===== config.mk =====
export PLATFORM = sky130hd
export DESIGN_NAME = cascaded_smoothing_tracker_core
export DESIGN_NICKNAME = d
export VERILOG_FILES = /design/src/rtl/cst_pkg.sv /design/src/rtl/cst_muldiv.sv /design/src/rtl/cascaded_smoothing_tracker_core.sv
export SDC_FILE = /design/constraint.sdc
export NUM_CORES = 2
export LEC_CHECK = 0
export BUFFER_PORTS_ARGS = -buffer_cell sky130_fd_sc_hd__buf_2
export CORE_ASPECT_RATIO = 0.75
export CORE_MARGIN = 2
export CORE_UTILIZATION = 40
export CTS_CLUSTER_SIZE = 8
export DETAILED_ROUTE_END_ITERATION = 8
export GPL_ROUTABILITY_DRIVEN = 0
export MAX_ROUTING_LAYER = met4
export PLACE_DENSITY_LB_ADDON = 0.25
export SLEW_MARGIN = 20
export SYNTH_ARGS = -nofsm -noshare
export SYNTH_HDL_FRONTEND = slang
export SYNTH_SLANG_ARGS = --single-unit

===== constraint.sdc =====
create_clock -name clk -period 17.9 [get_ports clk]
set_input_delay 2.685 -clock clk [delete_from_list [all_inputs] [get_ports clk]]
set_output_delay 2.685 -clock clk [all_outputs]
set_load 0.02 [all_outputs]

===== src/rtl/cst_pkg.sv =====
// shared types and constants of the cascaded smoothing tracker
// used by cst_muldiv, the top level and the checker; no dependencies
package cst_pkg;

  localparam int HORIZON  = 10;
  localparam int SAMPLE_W = 13;
  localparam int OUT_W    = 16;
  localparam int WT_W     = 16;
  localparam int PER_W    = 10;
  localparam int POS_W    = 32;
  localparam int VEL_W    = 48;
  localparam int FRAC_W   = 16;
  localparam int H_W      = $clog2(HORIZON + 1);
  localparam int TH_W     = PER_W + H_W;
  localparam int TH2_W    = 2 * TH_W;
  localparam int MB_W     = (TH2_W > WT_W) ? TH2_W : WT_W;
  localparam int DIV_W    = VEL_W + 1;
  localparam int VQ_W     = POS_W + 2;
  localparam int MW       = VEL_W + TH2_W + 2;
  localparam int TERM_W   = 62;
  localparam int RES_W    = 64;
  localparam int CNT_MAX  = (DIV_W > MB_W) ? DIV_W : MB_W;
  localparam int CNT_W    = $clog2(CNT_MAX + 1);
  localparam int IN_DATA_W  = 32;
  localparam int OUT_DATA_W = 32;
  localparam int CFG_IDX_W  = 3;
  localparam int CFG_W      = 16;

  localparam logic [WT_W-1:0]  POS_WEIGHT_RST = 16'd52429;
  localparam logic [WT_W-1:0]  VEL_WEIGHT_RST = 16'd52429;
  localparam logic [WT_W-1:0]  ACC_WEIGHT_RST = 16'd52429;
  localparam logic [PER_W-1:0] PERIOD_RST     = 10'd20;

  typedef enum logic [CFG_IDX_W-1:0] {
    REG_POS_WEIGHT,
    REG_VEL_WEIGHT,
    REG_ACC_WEIGHT,
    REG_PERIOD,
    REG_PREDICT
  } cfg_reg_t;

  typedef enum logic {
    OP_MUL,
    OP_DIV
  } md_op_t;

  typedef enum logic [3:0] {
    ST_IDLE,
    ST_POS,
    ST_VEL,
    ST_FV,
    ST_ACC,
    ST_FA,
    ST_VT,
    ST_AT,
    ST_FIN
  } seq_state_t;

  typedef struct packed {
    logic                  start;
    md_op_t                op;
    logic signed [MW-1:0]  a;
    logic [MB_W-1:0]       b;
    logic [CNT_W-1:0]      n;
  } md_cmd_t;

  typedef struct packed {
    logic                  done;
    logic signed [MW-1:0]  res;
  } md_rsp_t;

endpackage


===== src/rtl/cst_muldiv.sv =====
// shared bit-serial unit: shift-add multiply and restoring divide
// signed a times unsigned b, or signed a divided by unsigned b truncated toward zero
// depends on cst_pkg
module cst_muldiv (
  input  logic              clk,
  input  logic              rst,
  input  cst_pkg::md_cmd_t  cmd,
  output cst_pkg::md_rsp_t  rsp
);

  logic                              busy;
  cst_pkg::md_op_t                   op;
  logic [cst_pkg::CNT_W-1:0]         cnt;
  logic signed [cst_pkg::MW-1:0]     acc;
  logic signed [cst_pkg::MW-1:0]     mcand;
  logic [cst_pkg::MB_W-1:0]          mplier;
  logic [cst_pkg::DIV_W-1:0]         mag;
  logic [cst_pkg::DIV_W-1:0]         quo;
  logic [cst_pkg::PER_W-1:0]         rem;
  logic [cst_pkg::PER_W-1:0]         dvsr;
  logic                              neg;
  logic                              done;
  logic signed [cst_pkg::MW-1:0]     res;

  logic signed [cst_pkg::MW-1:0]     acc_next;
  logic [cst_pkg::PER_W:0]           rem_sh;
  logic [cst_pkg::PER_W:0]           rem_sub;
  logic                              qbit;
  logic [cst_pkg::PER_W-1:0]         rem_next;
  logic [cst_pkg::DIV_W-1:0]         quo_next;
  logic signed [cst_pkg::MW-1:0]     quo_ext;
  logic signed [cst_pkg::MW-1:0]     quo_signed;
  logic signed [cst_pkg::MW-1:0]     a_abs;

  assign rsp.done = done;
  assign rsp.res  = res;

  always_comb begin
    acc_next   = mplier[0] ? acc + mcand : acc;
    rem_sh     = {rem, mag[cst_pkg::DIV_W-1]};
    rem_sub    = rem_sh - {1'b0, dvsr};
    qbit       = (rem_sh >= {1'b0, dvsr});
    rem_next   = qbit ? rem_sub[cst_pkg::PER_W-1:0] : rem_sh[cst_pkg::PER_W-1:0];
    quo_next   = {quo[cst_pkg::DIV_W-2:0], qbit};
    quo_ext    = signed'({{(cst_pkg::MW-cst_pkg::DIV_W){1'b0}}, quo_next});
    quo_signed = neg ? -quo_ext : quo_ext;
    a_abs      = cmd.a[cst_pkg::MW-1] ? -cmd.a : cmd.a;
  end

  always_ff @(posedge clk) begin
    if (rst) begin
      busy <= 1'b0;
      done <= 1'b0;
    end else begin
      done <= 1'b0;
      if (!busy && cmd.start) begin
        busy <= 1'b1;
        cnt  <= (cmd.op == cst_pkg::OP_DIV) ? cst_pkg::CNT_W'(cst_pkg::DIV_W) : cmd.n;
      end else if (busy) begin
        cnt <= cnt - cst_pkg::CNT_W'(1);
        if (cnt == cst_pkg::CNT_W'(1)) begin
          busy <= 1'b0;
          done <= 1'b1;
        end
      end
    end
  end

  // payload registers
  always_ff @(posedge clk) begin
    if (!busy && cmd.start) begin
      op     <= cmd.op;
      acc    <= '0;
      mcand  <= cmd.a;
      mplier <= cmd.b;
      neg    <= cmd.a[cst_pkg::MW-1];
      mag    <= a_abs[cst_pkg::DIV_W-1:0];
      dvsr   <= cmd.b[cst_pkg::PER_W-1:0];
      rem    <= '0;
      quo    <= '0;
    end else if (busy) begin
      if (op == cst_pkg::OP_MUL) begin
        acc    <= acc_next;
        mcand  <= mcand <<< 1;
        mplier <= mplier >> 1;
      end else begin
        rem <= rem_next;
        quo <= quo_next;
        mag <= mag << 1;
      end
      if (cnt == cst_pkg::CNT_W'(1)) begin
        res <= (op == cst_pkg::OP_MUL) ? acc_next : quo_signed;
      end
    end
  end

endmodule


===== src/rtl/cascaded_smoothing_tracker_core.sv =====
// top level of the cascaded smoothing tracker: ports, configuration, sequencer, state
// depends on cst_pkg and cst_muldiv
//
//  channel  | dir | transfer when        | payload
//  ---------+-----+----------------------+----------------------------------------
//  s_*      | in  | s_tvalid & s_tready  | s_tdata: sample_x[12:0], sample_y[25:13]
//  m_*      | out | m_tvalid & m_tready  | m_tdata: out_x[15:0], out_y[31:16]
//  cfg_*    | in  | cfg_we               | cfg_index selects register, cfg_data
//
// per axis, x and then y, a sample runs through the bit-serial multiply/divide unit one
// operation at a time: position weight multiply, velocity divide, velocity weight multiply,
// acceleration divide, acceleration weight multiply and, with prediction on, two look-ahead
// multiplies; each operation is launched and then awaited, and a write state ends each axis
// s_tready is high only while no sample is in work; a result waits in the output
// register while the next sample is taken, and only the final write stalls on it
// rst is synchronous and clears filter state and the configuration registers to their defaults
module cascaded_smoothing_tracker_core (
  input  logic                               clk,
  input  logic                               rst,
  input  logic                               s_tvalid,
  output logic                               s_tready,
  input  logic [cst_pkg::IN_DATA_W-1:0]      s_tdata,   // sample_x, sample_y
  output logic                               m_tvalid,
  input  logic                               m_tready,
  output logic [cst_pkg::OUT_DATA_W-1:0]     m_tdata,   // out_x, out_y
  input  logic                               cfg_we,
  input  logic [cst_pkg::CFG_IDX_W-1:0]      cfg_index,
  input  logic [cst_pkg::CFG_W-1:0]          cfg_data
);

  localparam logic signed [cst_pkg::MW-1:0] P_MAX =
    signed'({{(cst_pkg::MW-cst_pkg::POS_W+1){1'b0}}, {(cst_pkg::POS_W-1){1'b1}}});
  localparam logic signed [cst_pkg::MW-1:0] P_MIN = -P_MAX - 1;
  localparam logic signed [cst_pkg::MW-1:0] V_MAX =
    signed'({{(cst_pkg::MW-cst_pkg::VEL_W+1){1'b0}}, {(cst_pkg::VEL_W-1){1'b1}}});
  localparam logic signed [cst_pkg::MW-1:0] V_MIN = -V_MAX - 1;
  localparam logic signed [cst_pkg::MW-1:0] T_LIM =
    signed'({{(cst_pkg::MW-61){1'b0}}, 1'b1, 60'd0});
  localparam logic signed [cst_pkg::RES_W-1:0] Q_MAX = 64'sd32767;
  localparam logic signed [cst_pkg::RES_W-1:0] Q_MIN = -64'sd32768;
  localparam logic signed [cst_pkg::RES_W-1:0] RND   = 64'sd65535;

  function automatic logic signed [cst_pkg::MW-1:0] sat(
    input logic signed [cst_pkg::MW-1:0] v,
    input logic signed [cst_pkg::MW-1:0] lo,
    input logic signed [cst_pkg::MW-1:0] hi
  );
    return (v < lo) ? lo : ((v > hi) ? hi : v);
  endfunction

  // configuration
  logic [cst_pkg::WT_W-1:0]   pw;
  logic [cst_pkg::WT_W-1:0]   vw;
  logic [cst_pkg::WT_W-1:0]   aw;
  logic [cst_pkg::PER_W-1:0]  period;
  logic                       pe;
  logic [cst_pkg::PER_W-1:0]  t_eff;
  logic [cst_pkg::TH_W-1:0]   th;
  logic [cst_pkg::TH2_W-1:0]  thsq;

  // filter state per coordinate
  logic signed [cst_pkg::POS_W-1:0] fp [2];
  logic signed [cst_pkg::VEL_W-1:0] fv [2];
  logic signed [cst_pkg::VEL_W-1:0] fa [2];
  logic signed [cst_pkg::OUT_W-1:0] lo [2];

  // sequencer and working registers
  cst_pkg::seq_state_t st, st_next;
  logic                              c;
  logic                              fresh;
  logic                              launched;
  logic signed [cst_pkg::SAMPLE_W-1:0] sx;
  logic signed [cst_pkg::SAMPLE_W-1:0] sy;
  logic signed [cst_pkg::POS_W-1:0]  pos;
  logic signed [cst_pkg::VQ_W-1:0]   vel;
  logic signed [cst_pkg::VEL_W-1:0]  nv;
  logic signed [cst_pkg::DIV_W-1:0]  acc;
  logic signed [cst_pkg::VEL_W-1:0]  na;
  logic signed [cst_pkg::TERM_W-1:0] vt;
  logic signed [cst_pkg::TERM_W-1:0] at;

  cst_pkg::md_cmd_t cmd;
  cst_pkg::md_rsp_t rsp;

  logic signed [cst_pkg::SAMPLE_W-1:0] s13;
  logic signed [cst_pkg::OUT_W-1:0]    p;
  logic signed [cst_pkg::OUT_W:0]      d_ps;
  logic signed [cst_pkg::MW-1:0]       r;
  logic signed [cst_pkg::MW-1:0]       pos_t;
  logic signed [cst_pkg::MW-1:0]       nv_t;
  logic signed [cst_pkg::MW-1:0]       na_t;
  logic signed [cst_pkg::MW-1:0]       term_t;
  logic signed [cst_pkg::MW-1:0]       half_t;
  logic signed [cst_pkg::RES_W-1:0]    res;
  logic signed [cst_pkg::RES_W-1:0]    res_t;
  logic signed [cst_pkg::RES_W-1:0]    q;
  logic signed [cst_pkg::RES_W-1:0]    q_sat;
  logic signed [cst_pkg::OUT_W-1:0]    q16;
  logic                                out_slot;

  cst_muldiv u_muldiv (
    .clk (clk),
    .rst (rst),
    .cmd (cmd),
    .rsp (rsp)
  );

  assign s_tready = (st == cst_pkg::ST_IDLE);
  assign t_eff    = (period == '0) ? cst_pkg::PER_W'(1) : period;
  assign out_slot = !m_tvalid || m_tready;

  always_ff @(posedge clk) begin
    th   <= cst_pkg::TH_W'(t_eff * cst_pkg::HORIZON);
    thsq <= cst_pkg::TH2_W'(th) * cst_pkg::TH2_W'(th);
  end

  always_ff @(posedge clk) begin
    if (rst) begin
      pw     <= cst_pkg::POS_WEIGHT_RST;
      vw     <= cst_pkg::VEL_WEIGHT_RST;
      aw     <= cst_pkg::ACC_WEIGHT_RST;
      period <= cst_pkg::PERIOD_RST;
      pe     <= 1'b1;
    end else if (cfg_we) begin
      case (cfg_index)
        cst_pkg::REG_POS_WEIGHT: pw     <= cfg_data;
        cst_pkg::REG_VEL_WEIGHT: vw     <= cfg_data;
        cst_pkg::REG_ACC_WEIGHT: aw     <= cfg_data;
        cst_pkg::REG_PERIOD:     period <= cfg_data[cst_pkg::PER_W-1:0];
        cst_pkg::REG_PREDICT:    pe     <= cfg_data[0];
        default: ;
      endcase
    end
  end

  // operands and result shaping
  always_comb begin
    s13    = c ? sy : sx;
    p      = fresh ? cst_pkg::OUT_W'(s13) : lo[c];
    d_ps   = (cst_pkg::OUT_W+1)'(p) - (cst_pkg::OUT_W+1)'(s13);
    r      = rsp.res;
    pos_t  = sat((cst_pkg::MW'(s13) <<< cst_pkg::FRAC_W) + r, P_MIN, P_MAX);
    nv_t   = sat(cst_pkg::MW'(vel) + (r >>> cst_pkg::FRAC_W), V_MIN, V_MAX);
    na_t   = sat(cst_pkg::MW'(acc) + (r >>> cst_pkg::FRAC_W), V_MIN, V_MAX);
    term_t = sat(r, -T_LIM, T_LIM);
    half_t = term_t >>> 1;
    res    = cst_pkg::RES_W'(pos);
    if (pe) begin
      res = res + cst_pkg::RES_W'(vt) + cst_pkg::RES_W'(at);
    end
    // truncate toward zero
    res_t  = (res < 0) ? res + RND : res;
    q      = res_t >>> cst_pkg::FRAC_W;
    q_sat  = (q < Q_MIN) ? Q_MIN : ((q > Q_MAX) ? Q_MAX : q);
    q16    = q_sat[cst_pkg::OUT_W-1:0];

    cmd       = '0;
    cmd.start = !launched && (st != cst_pkg::ST_IDLE) && (st != cst_pkg::ST_FIN);
    cmd.op    = cst_pkg::OP_MUL;
    cmd.n     = cst_pkg::CNT_W'(cst_pkg::WT_W);
    case (st)
      cst_pkg::ST_POS: begin
        cmd.a = cst_pkg::MW'(d_ps);
        cmd.b = cst_pkg::MB_W'(pw);
      end
      cst_pkg::ST_VEL: begin
        cmd.op = cst_pkg::OP_DIV;
        cmd.a  = cst_pkg::MW'(pos) - (cst_pkg::MW'(p) <<< cst_pkg::FRAC_W);
        cmd.b  = cst_pkg::MB_W'(t_eff);
      end
      cst_pkg::ST_FV: begin
        cmd.a = cst_pkg::MW'(fv[c]) - cst_pkg::MW'(vel);
        cmd.b = cst_pkg::MB_W'(vw);
      end
      cst_pkg::ST_ACC: begin
        cmd.op = cst_pkg::OP_DIV;
        cmd.a  = cst_pkg::MW'(nv) - cst_pkg::MW'(fv[c]);
        cmd.b  = cst_pkg::MB_W'(t_eff);
      end
      cst_pkg::ST_FA: begin
        cmd.a = cst_pkg::MW'(fa[c]) - cst_pkg::MW'(acc);
        cmd.b = cst_pkg::MB_W'(aw);
      end
      cst_pkg::ST_VT: begin
        cmd.a = cst_pkg::MW'(nv);
        cmd.b = cst_pkg::MB_W'(th);
        cmd.n = cst_pkg::CNT_W'(cst_pkg::TH_W);
      end
      cst_pkg::ST_AT: begin
        cmd.a = cst_pkg::MW'(na);
        cmd.b = cst_pkg::MB_W'(thsq);
        cmd.n = cst_pkg::CNT_W'(cst_pkg::TH2_W);
      end
      default: ;
    endcase
  end

  always_comb begin
    st_next = st;
    case (st)
      cst_pkg::ST_IDLE: if (s_tvalid) st_next = cst_pkg::ST_POS;
      cst_pkg::ST_POS:  if (rsp.done) st_next = cst_pkg::ST_VEL;
      cst_pkg::ST_VEL:  if (rsp.done) st_next = cst_pkg::ST_FV;
      cst_pkg::ST_FV:   if (rsp.done) st_next = cst_pkg::ST_ACC;
      cst_pkg::ST_ACC:  if (rsp.done) st_next = cst_pkg::ST_FA;
      cst_pkg::ST_FA: begin
        if (rsp.done) st_next = pe ? cst_pkg::ST_VT : cst_pkg::ST_FIN;
      end
      cst_pkg::ST_VT:   if (rsp.done) st_next = cst_pkg::ST_AT;
      cst_pkg::ST_AT:   if (rsp.done) st_next = cst_pkg::ST_FIN;
      cst_pkg::ST_FIN: begin
        if (!c) begin
          st_next = cst_pkg::ST_POS;
        end else if (out_slot) begin
          st_next = cst_pkg::ST_IDLE;
        end
      end
      default: st_next = cst_pkg::ST_IDLE;
    endcase
  end

  always_ff @(posedge clk) begin
    if (rst) begin
      st <= cst_pkg::ST_IDLE;
    end else begin
      st <= st_next;
    end
  end

  always_ff @(posedge clk) begin
    if (rst) begin
      launched <= 1'b0;
      m_tvalid <= 1'b0;
      c        <= 1'b0;
      for (int i = 0; i < 2; i++) begin
        fp[i] <= '0;
        fv[i] <= '0;
        fa[i] <= '0;
        lo[i] <= '0;
      end
    end else begin
      if (st == cst_pkg::ST_FIN && c && out_slot) begin
        m_tvalid <= 1'b1;
      end else if (m_tready) begin
        m_tvalid <= 1'b0;
      end
      if (cmd.start) launched <= 1'b1;
      if (rsp.done)  launched <= 1'b0;
      if (s_tvalid && s_tready) c <= 1'b0;
      if (st == cst_pkg::ST_FA && rsp.done) begin
        fp[c] <= pos;
        fv[c] <= nv;
        fa[c] <= na_t[cst_pkg::VEL_W-1:0];
      end
      if (st == cst_pkg::ST_FIN) begin
        if (!c) begin
          lo[0] <= q16;
          c     <= 1'b1;
        end else if (out_slot) begin
          lo[1] <= q16;
        end
      end
    end
  end

  // payload registers
  always_ff @(posedge clk) begin
    if (s_tvalid && s_tready) begin
      sx    <= s_tdata[cst_pkg::SAMPLE_W-1:0];
      sy    <= s_tdata[2*cst_pkg::SAMPLE_W-1:cst_pkg::SAMPLE_W];
      // start-up: no filtered position yet, so the sample stands in for the prediction
      fresh <= (fp[0] == '0) && (fp[1] == '0);
    end
    if (rsp.done) begin
      case (st)
        cst_pkg::ST_POS: pos <= pos_t[cst_pkg::POS_W-1:0];
        cst_pkg::ST_VEL: vel <= r[cst_pkg::VQ_W-1:0];
        cst_pkg::ST_FV:  nv  <= nv_t[cst_pkg::VEL_W-1:0];
        cst_pkg::ST_ACC: acc <= r[cst_pkg::DIV_W-1:0];
        cst_pkg::ST_FA:  na  <= na_t[cst_pkg::VEL_W-1:0];
        cst_pkg::ST_VT:  vt  <= term_t[cst_pkg::TERM_W-1:0];
        cst_pkg::ST_AT:  at  <= half_t[cst_pkg::TERM_W-1:0];
        default: ;
      endcase
    end
    if (st == cst_pkg::ST_FIN && c && out_slot) begin
      m_tdata <= {q16, lo[0]};
    end
  end

endmodule


==> results.yml <==
synth:
  share_of_yosys_cell_area_claimed_by_the_top_area_cell_type: 0.326
  seq_area_frac_synth: 0.382
  synth_async_sr_flop_share: 0
  main_synth_ff_type: "sky130_fd_sc_hd__edfxtp_1"
  yosysUniqueCellTypes: 111
  synthTopCellsByArea: "sky130_fd_sc_hd__edfxtp_1 33%, sky130_fd_sc_hd__ha_1 8.7%, sky130_fd_sc_hd__dfxtp_1 5.6%, sky130_fd_sc_hd__a21oi_1 4.6%, sky130_fd_sc_hd__nand2_1 4.2%"
  synth.largest_area_cell: "sky130_fd_sc_hd__edfxtp_1"
  synth_area_per_cell_sq_um: 9.42
  synth_edf_count: 933
  mappedNetlistNets: 9949
  post_synth_instance_area_sq_um: 86000
  yosys_register_bits: 1175
  synth.yosys.warnings: 0
  count_leader_synth: "sky130_fd_sc_hd__nand2_1"
  netlist_top_cells_count: "953 x sky130_fd_sc_hd__nand2_1, 933 x sky130_fd_sc_hd__edfxtp_1, 784 x sky130_fd_sc_hd__a21oi_1"
  synthesis.instances: 9124
hold_path:
  timing.hold.worst_endpoint: "m_tdata[2]"
  min-delay-start: "lo[0][2]"
  worstHoldPathType: "flop to flop"
  timing.hold.worst_path_depth: 0
timing:
  finalHoldViolCount: 0
  final_worst_path_setup_slack_ns: 8.69
  finalSetupViolations: 0
  setup-tns-final_ns: 0
  whs_ns: 0.439
  max_slew.worst_pin.slew_ns: 1.23
  rsz_0062_raised_after_global_routing: "no"
  finalClockSkew_ns: 0.0962
  clock.fmax_mhz: 109
  final.min_clock_period_ns: 9.21
  timing.max_slew.rel_slack: 0.179
  min_period_over_period: 0.514
  slew_viols_final: 0
critical_path:
  critical_path.cell_chain: "buf_12 -> mux2_2 -> nand2_1 -> o21a_1 -> ha_1 -> inv_1 -> fa_1 -> a211oi_1 -> o21a_1 -> o31ai_1 -> a31o_2 -> a31oi_1 -> nor2_1 -> a2111oi_1 -> o2111ai_1 -> or4_1 -> nor4_1 -> and4_1 -> or4b_1 -> nor2b_1 -> nand2_1 -> o41ai_1 -> xnor2_1 -> o21ai_1"
  critical-path-slowest-cell: "sky130_fd_sc_hd__a2111oi_1"
  cp_slowest_stage_delay_ns: 0.97
  criticalPathCategory: "flop to flop"
  cp_num_buf_inv: 2
  cp_data_required_time_ns: 18.45
  r2r_end: "u_muldiv.mag[47]"
  critical_path_peak_fanout: 116
  reg2reg_depth: 24
  timing.critical_path.max_delay_family: "compound AO/OA/AOI/OAI gates"
  r2r_start: "c"
  critPathCaptureType: "flop"
  startpoint_type: "flop"
  cp.arrival_ns: 9.76
  r2r_setup_slack_ns: 8.69
place:
  port_buffers: 83
  dp_hpwl_um: 207000
  inst_count_dp: 11729
  dp_slack_ns: 8.73
global_routing:
  grt_pass1_wl_um: 418000
  globalRouteTotalUtil: 0.255
  remaining_overflow_grt: 0
  grt_start_max_net_pins: 117
  antenna_found_initial: 12
  first_global_vias: 67421
pwr:
  vdd_ir_drop_max_mv: 0.0839
  pwr_density_cell_nw_per_um2: 115
  p_leak_nw: 38.9
  p_total_w: 0.0109
finish:
  final_layout_size_suffix_gt1_frac: 0.0713
  syn_to_final_growth_pct: 9.75
  nets: 9904
  final-instance-count-excl-fill: 11996
clock_network:
  worst_setup_hold_path_clk_slew_ns: 0.05
  postCtsHoldBufs: 0
  root_buffer: "sky130_fd_sc_hd__clkbuf_16"
  post-cts-setup-buffers: 0
  htree_levels: 4
  insertion_delay_ns: 0.86
  cts-buffers-inserted: 174
  cts_resized: 0
  cts_tree: "done"
  cts.sink_count: 1175
  cts-root-to-sink-buffers: 4
routing:
  detailroute.via_count: 72051
  drt.antenna.violating_nets: 0
  drcViolationCount: 0
  vias_per_cell: 6.01
  detailedRoute.firstPassIterationCount: 6
  dr.first_iter.drc_count: 7847
  finalWirelength_um: 280000
  drt-wirelength-per-cell_um: 23.3
die:
  floorplan.initialDensity: 0.402
  fp.dieW_um: 539
  vertical_die_dimension_um: 406
  pin_count: 90
  core-area_sq_um: 214000
  rows: 147
  fp.dieArea_sq_um: 219000
status:
  status: "completed"
flow_run:
  cap_violations: 0
==> where the power goes <==
part           internal [W]  total (W)  leakage (nW)  switching (W)
combinational       0.00153    0.00412          25.5        0.00260
clock               0.00178    0.00301          2.30        0.00123
sequential          0.00348    0.00372          11.1       0.000232
total               0.00679     0.0109          38.9        0.00406
==> layer usage <==
metal	vias up	wire [um]	track usage
met2	3273	114000	0.357
met1	34914	127000	0.367
met3	428	31300	0.0588
met4	0	7550	0.0659
met5	-	0	-
li1	33436	-	-
==> flip-flops by register name, summed over array words and instances (netlist names), 34 cells and up <==
signal	flops
at	62
u_muldiv.res	78
nv	48
vel	34
u_muldiv.mag	49
fv	96
vt	62
acc	49
na	48
fp	64
fa	96
u_muldiv.quo	48
u_muldiv.acc	78
u_muldiv.mcand	78
==> metrics by stage <==
stage,instance area (sq um),util
2_1_floorplan,86000,-
3_3_place_gp,89500,0.418
3_5_place_dp,89500,0.418
4_1_cts,94200,0.441
5_1_grt,94300,0.441
6_report,94400,0.441
==> worst register-to-register path, delay by kind of cell, from the launching register on <==
family          cells  cell delay, ns
simple gates        8            2.71
xor+xnor            1            0.16
fa+ha+maj           2            0.62
compound gates     10            3.55
mux                 1            0.60
flops               1            0.66
buf+inv             2            0.65
==> worst max path at each step <==
stage | start | to | depth (start not counted)
2_1_floorplan | pos[31] | lo[0][11] | 21
3_3_place_gp | c | u_muldiv.mag[47] | 24
3_5_place_dp | c | u_muldiv.mag[47] | 24
4_1_cts | c | u_muldiv.mag[47] | 24
5_1_grt | c | u_muldiv.mag[47] | 24
6_report | c | u_muldiv.mag[47] | 24
==> placed cells by master (no fill, tap or decap), drive strengths merged, types with 27 or more instances in the layout <==
cell type,n
nand2,955
nor3,156
mux2i,243
o21a,107
o21ai,547
buf,215
o221ai,32
ha,598
xnor2,311
o22ai,30
nor2,486
a22o,50
clkbuf,247
fa,171
or2,47
nor4,96
a21oi,792
and4,27
a211oi,79
o21bai,69
o211ai,77
a221oi,34
nand3,151
mux2,77
nand4,122
or3,49
edfxtp,933
and2,298
o31ai,57
xor2,211
nor2b,99
and3,70
nand2b,93
nand3b,47
a21o,332
inv,501
dfxtp,242
or4,30
a31oi,84
==> area by class of cell <==
class	count	area [sq um]
Antenna cell	8	20.0
Clock buffer	245	4670
Clock inverter	9	103
Fill cell	20228	120000
Inverter	502	1890
Multi-Input combinational cell	7009	49800
Sequential cell	1175	32900
Tap cell	2831	3540
Timing Repair Buffer	217	1490
==> logic make-up after synthesis <==
group           share of synthesized area
mux                                0.0389
simple gates                        0.162
xor+xnor                           0.0533
fa+ha+maj                           0.127
flops                               0.382
compound gates                      0.195
buf+inv                            0.0417
(Power assumes the default switching activity.)
